===== src/sv/tgp_pkg.sv =====
`default_nettype none
// ----------------------------------------------------------------------------
// tgp_pkg: shared types and constants of the turtle grid plotter
// Cell codes, command codes, sequencer states, bus layouts and grid clamps.
// ----------------------------------------------------------------------------
package tgp_pkg;

  // Store geometry
  localparam int MaxRows = 32;
  localparam int MaxCols = 128;
  localparam int RowW    = $clog2(MaxRows);
  localparam int ColW    = $clog2(MaxCols);
  localparam int AddrW   = RowW + ColW;
  localparam int Depth   = MaxRows * MaxCols;

  // Field and register widths
  localparam int OpW      = 3;
  localparam int StepW    = 8;
  localparam int HeadW    = 2;
  localparam int CellW    = 2;
  localparam int RowsW    = 6;
  localparam int ColsW    = 8;
  localparam int CntW     = (ColW > RowW) ? ColW : RowW;
  localparam int CfgIdxW  = 1;
  localparam int CfgDataW = 8;
  localparam int InDataW  = 24;
  localparam int OutDataW = 24;
  localparam int OutUsedW = ColW + RowW + HeadW + 1 + CellW;

  localparam logic [RowsW-1:0] ROWS_RESET = 6'd25;
  localparam logic [ColsW-1:0] COLS_RESET = 8'd100;

  // Configuration register indexes
  localparam logic [CfgIdxW-1:0] REG_GRID_ROWS = 1'b0;
  localparam logic [CfgIdxW-1:0] REG_GRID_COLS = 1'b1;

  typedef logic [CellW-1:0] cell_t;
  localparam cell_t CELL_BLANK = 2'd0;
  localparam cell_t CELL_TRAIL = 2'd1;
  localparam cell_t CELL_UP    = 2'd2;
  localparam cell_t CELL_DOWN  = 2'd3;

  typedef enum logic [OpW-1:0] {
    OP_INIT   = 3'd0,
    OP_PEN    = 3'd1,
    OP_RIGHT  = 3'd2,
    OP_LEFT   = 3'd3,
    OP_FWD    = 3'd4,
    OP_FINISH = 3'd5,
    OP_READ   = 3'd6
  } op_t;

  typedef enum logic [HeadW-1:0] {
    HEAD_UP    = 2'd0,
    HEAD_RIGHT = 2'd1,
    HEAD_DOWN  = 2'd2,
    HEAD_LEFT  = 2'd3
  } head_t;

  typedef enum logic [3:0] {
    ST_CLEAR,
    ST_IDLE,
    ST_EXEC,
    ST_DRAW,
    ST_LOOK,
    ST_PLACE,
    ST_RDATA,
    ST_CURSOR,
    ST_DONE
  } state_t;

  // Grid size in use, already clamped
  typedef struct packed {
    logic [RowsW-1:0] rows;
    logic [ColsW-1:0] cols;
  } grid_t;

  typedef struct packed {
    logic [OpW-1:0]   op;
    logic [StepW-1:0] steps;
    logic [RowW-1:0]  read_row;
    logic [ColW-1:0]  read_col;
  } cmd_t;

  typedef struct packed {
    logic             we;
    logic [AddrW-1:0] waddr;
    cell_t            wdata;
    logic [AddrW-1:0] raddr;
  } mem_req_t;

  typedef struct packed {
    logic             valid;
    logic [ColW-1:0]  pos_x;
    logic [RowW-1:0]  pos_y;
    logic [HeadW-1:0] heading;
    logic             pen_down;
    cell_t            cell_value;
  } result_t;

  function automatic logic [RowsW-1:0] rows_in_use(input logic [RowsW-1:0] r);
    logic [RowsW-1:0] v;
    v = r;
    if (r == '0) v = RowsW'(1);
    else if (r > RowsW'(MaxRows)) v = RowsW'(MaxRows);
    return v;
  endfunction

  function automatic logic [ColsW-1:0] cols_in_use(input logic [ColsW-1:0] c);
    logic [ColsW-1:0] v;
    v = c;
    if (c == '0) v = ColsW'(1);
    else if (c > ColsW'(MaxCols)) v = ColsW'(MaxCols);
    return v;
  endfunction

  function automatic logic [AddrW-1:0] cell_addr(input logic [RowW-1:0] row,
                                                 input logic [ColW-1:0] col);
    return {row, col};
  endfunction

endpackage : tgp_pkg
`default_nettype wire


===== src/sv/tgp_ctrl.sv =====
`default_nettype none
// ----------------------------------------------------------------------------
// tgp_ctrl: command sequencer
// Holds the turtle state and drives the cell store one access per cycle.
// ----------------------------------------------------------------------------
module tgp_ctrl
  import tgp_pkg::*;
(
  input  wire logic  clk,
  input  wire logic  rst_n,
  input  wire logic  in_valid,
  input  wire cmd_t  cmd,
  output logic       in_ready,
  input  wire grid_t grid,
  output mem_req_t   mem_req,
  input  wire cell_t rd_data,
  output result_t    res,
  input  wire logic  res_ready
);

  state_t            state_r, state_nxt;
  logic [OpW-1:0]    op_r, op_nxt;
  logic [StepW-1:0]  steps_r, steps_nxt;
  logic [RowW-1:0]   rrow_r, rrow_nxt;
  logic [ColW-1:0]   rcol_r, rcol_nxt;
  logic [ColW-1:0]   pos_x_r, pos_x_nxt;
  logic [RowW-1:0]   pos_y_r, pos_y_nxt;
  logic [HeadW-1:0]  heading_r, heading_nxt;
  logic              pen_r, pen_nxt;
  cell_t             saved_r, saved_nxt;
  cell_t             value_r, value_nxt;
  logic [CntW-1:0]   cnt_r, cnt_nxt;
  logic [AddrW-1:0]  clr_r, clr_nxt;
  logic              init_r, init_nxt;

  logic [CntW-1:0]   room, span, mv_amt;
  logic [ColW-1:0]   mv_x, start_x;
  logic [RowW-1:0]   mv_y, start_y;
  logic [ColsW-1:0]  col_lim, half_cols;
  logic [RowsW-1:0]  row_lim, half_rows;
  logic [AddrW-1:0]  pos_addr;

  assign pos_addr  = cell_addr(pos_y_r, pos_x_r);
  assign col_lim   = grid.cols - ColsW'(1);
  assign row_lim   = grid.rows - RowsW'(1);
  assign half_cols = grid.cols >> 1;
  assign half_rows = grid.rows >> 1;

  // Room to the edge, clipped step count and the moved position
  always_comb begin
    room = '0;
    case (heading_r)
      HEAD_UP:    room = CntW'(pos_y_r);
      HEAD_RIGHT: if ({1'b0, pos_x_r} < col_lim) room = CntW'(col_lim - {1'b0, pos_x_r});
      HEAD_DOWN:  if ({1'b0, pos_y_r} < row_lim) room = CntW'(row_lim - {1'b0, pos_y_r});
      HEAD_LEFT:  room = CntW'(pos_x_r);
      default:    room = '0;
    endcase
    span = (steps_r < StepW'(room)) ? CntW'(steps_r) : room;

    mv_amt = (state_r == ST_DRAW) ? CntW'(1) : span;
    mv_x   = pos_x_r;
    mv_y   = pos_y_r;
    case (heading_r)
      HEAD_UP:    mv_y = pos_y_r - RowW'(mv_amt);
      HEAD_RIGHT: mv_x = pos_x_r + ColW'(mv_amt);
      HEAD_DOWN:  mv_y = pos_y_r + RowW'(mv_amt);
      HEAD_LEFT:  mv_x = pos_x_r - ColW'(mv_amt);
      default:    mv_x = pos_x_r;
    endcase

    start_x = (half_cols != '0) ? ColW'(half_cols - ColsW'(1)) : '0;
    start_y = (half_rows != '0) ? RowW'(half_rows - RowsW'(1)) : '0;
  end

  // Next state
  always_comb begin
    state_nxt = state_r;
    case (state_r)
      ST_CLEAR: begin
        if (clr_r == AddrW'(Depth - 1)) state_nxt = init_r ? ST_CURSOR : ST_IDLE;
      end
      ST_IDLE: begin
        if (in_valid) state_nxt = ST_EXEC;
      end
      ST_EXEC: begin
        case (op_r)
          OP_INIT: state_nxt = ST_CLEAR;
          OP_FWD:  state_nxt = pen_r ? ST_DRAW : ST_LOOK;
          OP_READ: state_nxt = ST_RDATA;
          default: state_nxt = ST_DONE;
        endcase
      end
      ST_DRAW: begin
        if (cnt_r == '0) state_nxt = ST_DONE;
      end
      ST_LOOK:   state_nxt = ST_PLACE;
      ST_PLACE:  state_nxt = ST_DONE;
      ST_RDATA:  state_nxt = ST_DONE;
      ST_CURSOR: state_nxt = ST_DONE;
      ST_DONE: begin
        if (res_ready) state_nxt = ST_IDLE;
      end
      default: state_nxt = ST_IDLE;
    endcase
  end

  // Outputs: store access, handshake, result
  always_comb begin
    mem_req       = '0;
    mem_req.raddr = pos_addr;
    mem_req.waddr = pos_addr;
    case (state_r)
      ST_CLEAR: begin
        mem_req.we    = 1'b1;
        mem_req.waddr = clr_r;
        mem_req.wdata = CELL_BLANK;
      end
      ST_EXEC: begin
        case (op_r)
          OP_PEN: begin
            mem_req.we    = 1'b1;
            mem_req.wdata = pen_r ? CELL_UP : CELL_DOWN;
          end
          OP_FWD: begin
            mem_req.we    = !pen_r;
            mem_req.wdata = saved_r;
          end
          OP_FINISH: begin
            mem_req.we    = 1'b1;
            mem_req.wdata = saved_r;
          end
          OP_READ: mem_req.raddr = cell_addr(rrow_r, rcol_r);
          default: mem_req.we = 1'b0;
        endcase
      end
      ST_DRAW: begin
        mem_req.we    = 1'b1;
        mem_req.wdata = (cnt_r == '0) ? CELL_DOWN : CELL_TRAIL;
      end
      ST_PLACE, ST_CURSOR: begin
        mem_req.we    = 1'b1;
        mem_req.wdata = CELL_UP;
      end
      default: mem_req.we = 1'b0;
    endcase

    in_ready       = (state_r == ST_IDLE);
    res.valid      = (state_r == ST_DONE);
    res.pos_x      = pos_x_r;
    res.pos_y      = pos_y_r;
    res.heading    = heading_r;
    res.pen_down   = pen_r;
    res.cell_value = value_r;
  end

  // Datapath next values
  always_comb begin
    op_nxt      = op_r;
    steps_nxt   = steps_r;
    rrow_nxt    = rrow_r;
    rcol_nxt    = rcol_r;
    pos_x_nxt   = pos_x_r;
    pos_y_nxt   = pos_y_r;
    heading_nxt = heading_r;
    pen_nxt     = pen_r;
    saved_nxt   = saved_r;
    value_nxt   = value_r;
    cnt_nxt     = cnt_r;
    clr_nxt     = clr_r;
    init_nxt    = init_r;
    case (state_r)
      ST_CLEAR: clr_nxt = clr_r + AddrW'(1);
      ST_IDLE: begin
        if (in_valid) begin
          op_nxt    = cmd.op;
          steps_nxt = cmd.steps;
          rrow_nxt  = cmd.read_row;
          rcol_nxt  = cmd.read_col;
        end
      end
      ST_EXEC: begin
        value_nxt = CELL_BLANK;
        case (op_r)
          OP_INIT: begin
            pos_x_nxt   = start_x;
            pos_y_nxt   = start_y;
            heading_nxt = HEAD_UP;
            pen_nxt     = 1'b0;
            saved_nxt   = CELL_BLANK;
            clr_nxt     = '0;
            init_nxt    = 1'b1;
          end
          OP_PEN: begin
            pen_nxt = !pen_r;
            if (!pen_r) saved_nxt = CELL_TRAIL;
          end
          OP_RIGHT: heading_nxt = heading_r + HeadW'(1);
          OP_LEFT:  heading_nxt = heading_r - HeadW'(1);
          OP_FWD: begin
            cnt_nxt = span;
            if (!pen_r) begin
              pos_x_nxt = mv_x;
              pos_y_nxt = mv_y;
            end
          end
          default: cnt_nxt = cnt_r;
        endcase
      end
      ST_DRAW: begin
        if (cnt_r == '0) begin
          saved_nxt = CELL_TRAIL;
        end else begin
          pos_x_nxt = mv_x;
          pos_y_nxt = mv_y;
          cnt_nxt   = cnt_r - CntW'(1);
        end
      end
      ST_PLACE:  saved_nxt = rd_data;
      ST_RDATA:  value_nxt = rd_data;
      ST_CURSOR: init_nxt = 1'b0;
      default:   clr_nxt = clr_r;
    endcase
  end

  always_ff @(posedge clk) begin
    if (!rst_n) begin
      state_r   <= ST_CLEAR;
      pos_x_r   <= '0;
      pos_y_r   <= '0;
      heading_r <= HEAD_UP;
      pen_r     <= 1'b0;
      saved_r   <= CELL_BLANK;
      value_r   <= CELL_BLANK;
      cnt_r     <= '0;
      clr_r     <= '0;
      init_r    <= 1'b0;
    end else begin
      state_r   <= state_nxt;
      pos_x_r   <= pos_x_nxt;
      pos_y_r   <= pos_y_nxt;
      heading_r <= heading_nxt;
      pen_r     <= pen_nxt;
      saved_r   <= saved_nxt;
      value_r   <= value_nxt;
      cnt_r     <= cnt_nxt;
      clr_r     <= clr_nxt;
      init_r    <= init_nxt;
    end
  end

  always_ff @(posedge clk) begin
    op_r    <= op_nxt;
    steps_r <= steps_nxt;
    rrow_r  <= rrow_nxt;
    rcol_r  <= rcol_nxt;
  end

endmodule : tgp_ctrl
`default_nettype wire


===== config.mk =====
export PLATFORM = sky130hd
export DESIGN_NAME = tgp_ctrl
export DESIGN_NICKNAME = d
export VERILOG_FILES = /design/src/sv/tgp_pkg.sv /design/src/sv/tgp_ctrl.sv
export SDC_FILE = /design/constraint.sdc
export NUM_CORES = 1
export LEC_CHECK = 0
export ABC_AREA = 1
export BUFFER_PORTS_ARGS = -buffer_cell sky130_fd_sc_hd__clkbuf_2
export CELL_PAD_IN_SITES_DETAIL_PLACEMENT = 1
export CELL_PAD_IN_SITES_GLOBAL_PLACEMENT = 2
export CORE_ASPECT_RATIO = 1.25
export CORE_UTILIZATION = 29
export DETAILED_ROUTE_END_ITERATION = 7
export GPL_ROUTABILITY_DRIVEN = 0
export GPL_TIMING_DRIVEN = 0
export PLACE_DENSITY = 0.86
export SLEW_MARGIN = 10
export SYNTH_ARGS = -nofsm -noshare
export SYNTH_HDL_FRONTEND = slang
export SYNTH_SLANG_ARGS = --single-unit

===== constraint.sdc =====
create_clock -name clk -period 4.9 [get_ports clk]
set_input_delay 0 -clock clk [delete_from_list [all_inputs] [get_ports clk]]
set_output_delay 0 -clock clk [all_outputs]
set_load 0.005 [all_outputs]

==> metrics.md <==
| Metric | Value |
|---|---|
| Worst-case clock buffer depth | 2 |
| Slowest cell on crit path | dfxtp_4 |
| Cell Pwr Density | roughly 230 nW/µm² |
| Post-synth EDFFs | 23 |
| Post-synthesis compound-gate area fraction | 0.199 |
| CP arrival | about 5400 ps |
| Worst Hold Path EP | op_r[2] |
| CP bufs+invs | 7 |
| Setup-failing EPs final | 3 |
| Fmax | ~200 MHz |
| Primary FF master, synth | dfxtp_1 |
| Syn avg cell area | roughly 7 µm² |
| Synth warnings | 0 |
| Mapped Area | between 5000 and 6000 µm² |
| Max_cap viols | 0 |
| Synth-to-layout area growth | 47.7% |
| Dpl ws | -1340 ps |
| Core area | between 15000 and 20000 µm² |
| Clock Skew | around 8.3 ps |
| Most frequent cells after synthesis | inv_1 (125), nand2_1 (108), nor2_1 (79), a21oi_1 (71), o21ai_0 (63) |
| Worst min path class | input port to flop |
| Outcome | complete, but fails checks |
| Final Hold Fails | 0 |
| Post-synth top area cell | dfxtp_1 |
| RSZ-0062 raised after global routing | yes |
| Hold path depth | 3 |
| XOR/XNOR Fraction of Synth Area | 0.0408 |
| PortBufs | between 80 and 90 |
| Routed WL | between 20000 and 25000 µm |
| Tot GR Track Use | 0.232 |
| NumNets Final | ~1000 |
| Num rows | 55 |
| Worst R2R Setup Slack | -200 ps |
| Post-route DRC | 0 |
| Reg2reg end | pos_x_r[6] |
| Crit path max-delay family | simple AND/OR/NAND/NOR gates |
| Clock transition at path regs | 60 ps |
| Critical Path RT | 5180 ps |
| Syn nets | approximately 850 |
| Drt wl/cell | 18.2 µm |
| Overflow after GRT | 0 |
| Adder-cell share of the synthesized area | 0.125 |
| Max Slew Vio Count | 0 |
| Initial antenna violation count | 0 |
| Post-synth top area share | 0.161 |
| Flops & latches, synth | 66 |
| Largest family of logic cells by synthesized area | simple AND/OR/NAND/NOR gates |
| Synth Area in Simple Gates | 0.247 |
| CTS tree | done |
| Largest net degree at the start of global routing | 14 |
| Post-DP HPWL | 15400 µm |
| Drt pass-1 iters | 5 |
| Violated checks | negative setup slack |
| Static Leak | between 3 and 4 nW |
| Vert. Die Dim | between 150 and 200 µm |
| Vias in the first global route | between 6000 and 7000 |
| Clock Sinks | between 60 and 70 |
| Initial DRC count | approximately 240 |
| Final worst setup slack | -201 ps |
| Number of antenna diodes | 0 |
| Die area | 19000 µm² |
| CP max FO | 7 |
| Final period util | 1.04 |
| Share of synthesized registers carrying an async set or reset | 0 |
| Most common cell in the netlist | inv_1 |
| Startpoint types | flop |
| First-pass GRT wire length | around 34000 µm |
| Hold path startpoint | in_valid |
| Post-synthesis sequential area ratio | 0.289 |
| Initial Utilization | 0.296 |
| Actual slew at the worst max-slew pin | about 960 ps |
| Root Buffer | clkbuf_16 |
| Vias per inst | between 5 and 6 |
| Post-Synthesis Cells | ~750 |
| CP Class | flop to flop |
| Post-route minimum period | a little over 5000 ps |
| Clk_lat worst skew | about 340 ps |
| Die Width | between 100 and 150 µm |
| VDD IR max | between 0.00015 and 0.0002 V |
| Routed Antenna Nets | 0 |
| Relative slew slack | 0.356 |
| Crit Reg-Reg Startpoint | pos_x_r[1] |
| H-tree Lvls | 3 |
| Netlist cell types | 52 |
| Post-synthesis mux area share | 0.00210 |
| Slowest stage delay, CP | 370 ps |
| Via Count | between 6000 and 7000 |
| Num CTS Buffers | 9 |
| Ranking of synthesized cells by area | dfxtp_1 (16%), edfxtp_1 (13%), ha_1 (11%) |
| Share of layout cells above drive strength 1 | 0.355 |
| Worst hold slack | approximately 60 ps |
| R2R depth | 36 |
| I/O pin total | just under 90 |
| Critical Path End Type | flop |
## what timing repair did
item	in CTS	in global routing
endpoints found under the hold margin	28	0
cloned	0	0
endpoints found under the setup margin	10	8
hold buffers	27	0
pin swaps	38	35
setup buffers	57	18
gates resized for setup	134	54
## final cells by class
class,instances,area (µm²)
Multi-Input combinational cell,549,3900
Buffer,12,48.8
Timing Repair Buffer,188,1310
Sequential cell,66,1590
Clock buffer,9,225
Inverter,127,509
Clock inverter,7,55.1
Fill cell,2235,10200
Tap cell,228,285
## worst min-delay path, delay by kind of cell
kind          cells  cell delay [ps]
buf+inv           2              150
simple gates      1               80
## worst max path at each step
| stage | end | cells after the start | slack, ps | start |
|---|---|---|---|---|
| floorplan | pos_x_r[6] | 42 | 10 | grid[1] |
| global placement | pos_x_r[6] | 39 | -1240 | pos_y_r[2] |
| detailed placement | pos_x_r[6] | 43 | -1340 | grid[1] |
| CTS | pos_x_r[6] | 36 | -150 | pos_y_r[2] |
| global route | pos_x_r[4] | 41 | -450 | grid[2] |
| finish | pos_x_r[6] | 36 | -200 | pos_x_r[1] |
## cell usage in the layout (no fill, tap or decap), drive strengths merged, types with 2 or more instances in the layout
cell           n
dfxtp         43
inv          124
nor3          19
a221oi         7
o311ai         3
xnor2          7
nand4         12
clkbuf       106
nand2        117
a21oi         74
a211oi         5
buf           76
o31ai          4
clkinvlp       6
o211ai         2
ha            47
xor2          18
clkinv         4
a31oi         10
nor2          86
and3           2
o21ai         70
o221ai         3
dlygate4sd3   27
nand3b         2
or2            4
nand3         40
and2           2
fa             4
nor4           2
edfxtp        23
## kinds of logic after synthesis
kind of cell | after synthesis
XOR/XNOR | 25
AO/OA/AOI/OAI | 186
flip-flops | 66
adder cells (fa/ha/maj) | 51
multiplexers | 1
AND/OR/NAND/NOR | 286
buffers and inverters | 139
## stage by stage
stage | instances | total power, mW | util | setup TNS, ps | instance area (µm²)
after floorplan | 754 | 0.870 | - | 0 | 5390
after global placement | 1070 | 0.993 | 0.338 | -7030 | 6120
after detailed placement | 1073 | 1.00 | 0.340 | -7520 | 6150
after CTS | 1172 | 1.74 | 0.421 | -263 | 7620
after global routing | 1186 | 1.88 | 0.438 | -1640 | 7920
final | 1186 | 1.79 | 0.438 | -502 | 7920
## routing by layer
metal	wire (µm)	track usage	share of wire	vias up
met5	0	0	0	-
met1	8720	0.271	0.40	2989
met2	11000	0.403	0.51	154
li1	-	-	-	2943
met4	939	0.111	0.043	0
met3	918	0.0371	0.042	60
## flip-flops by register name (all words and copies together), names as in the netlist, 3 cells and up
signal / count
pos_y_r: 5
clr_r: 12
rrow_r: 5
state_r: 4
steps_r: 8
rcol_r: 7
pos_x_r: 7
cnt_r: 7
op_r: 3
## where the power goes
part	internal (mW)	switching, mW	total, mW
logic	0.251	0.315	0.565
registers	0.586	0.0193	0.605
clock network	0.346	0.277	0.623
total	1.18	0.611	1.79
Note: power is estimated with default switching activity, not from simulation.
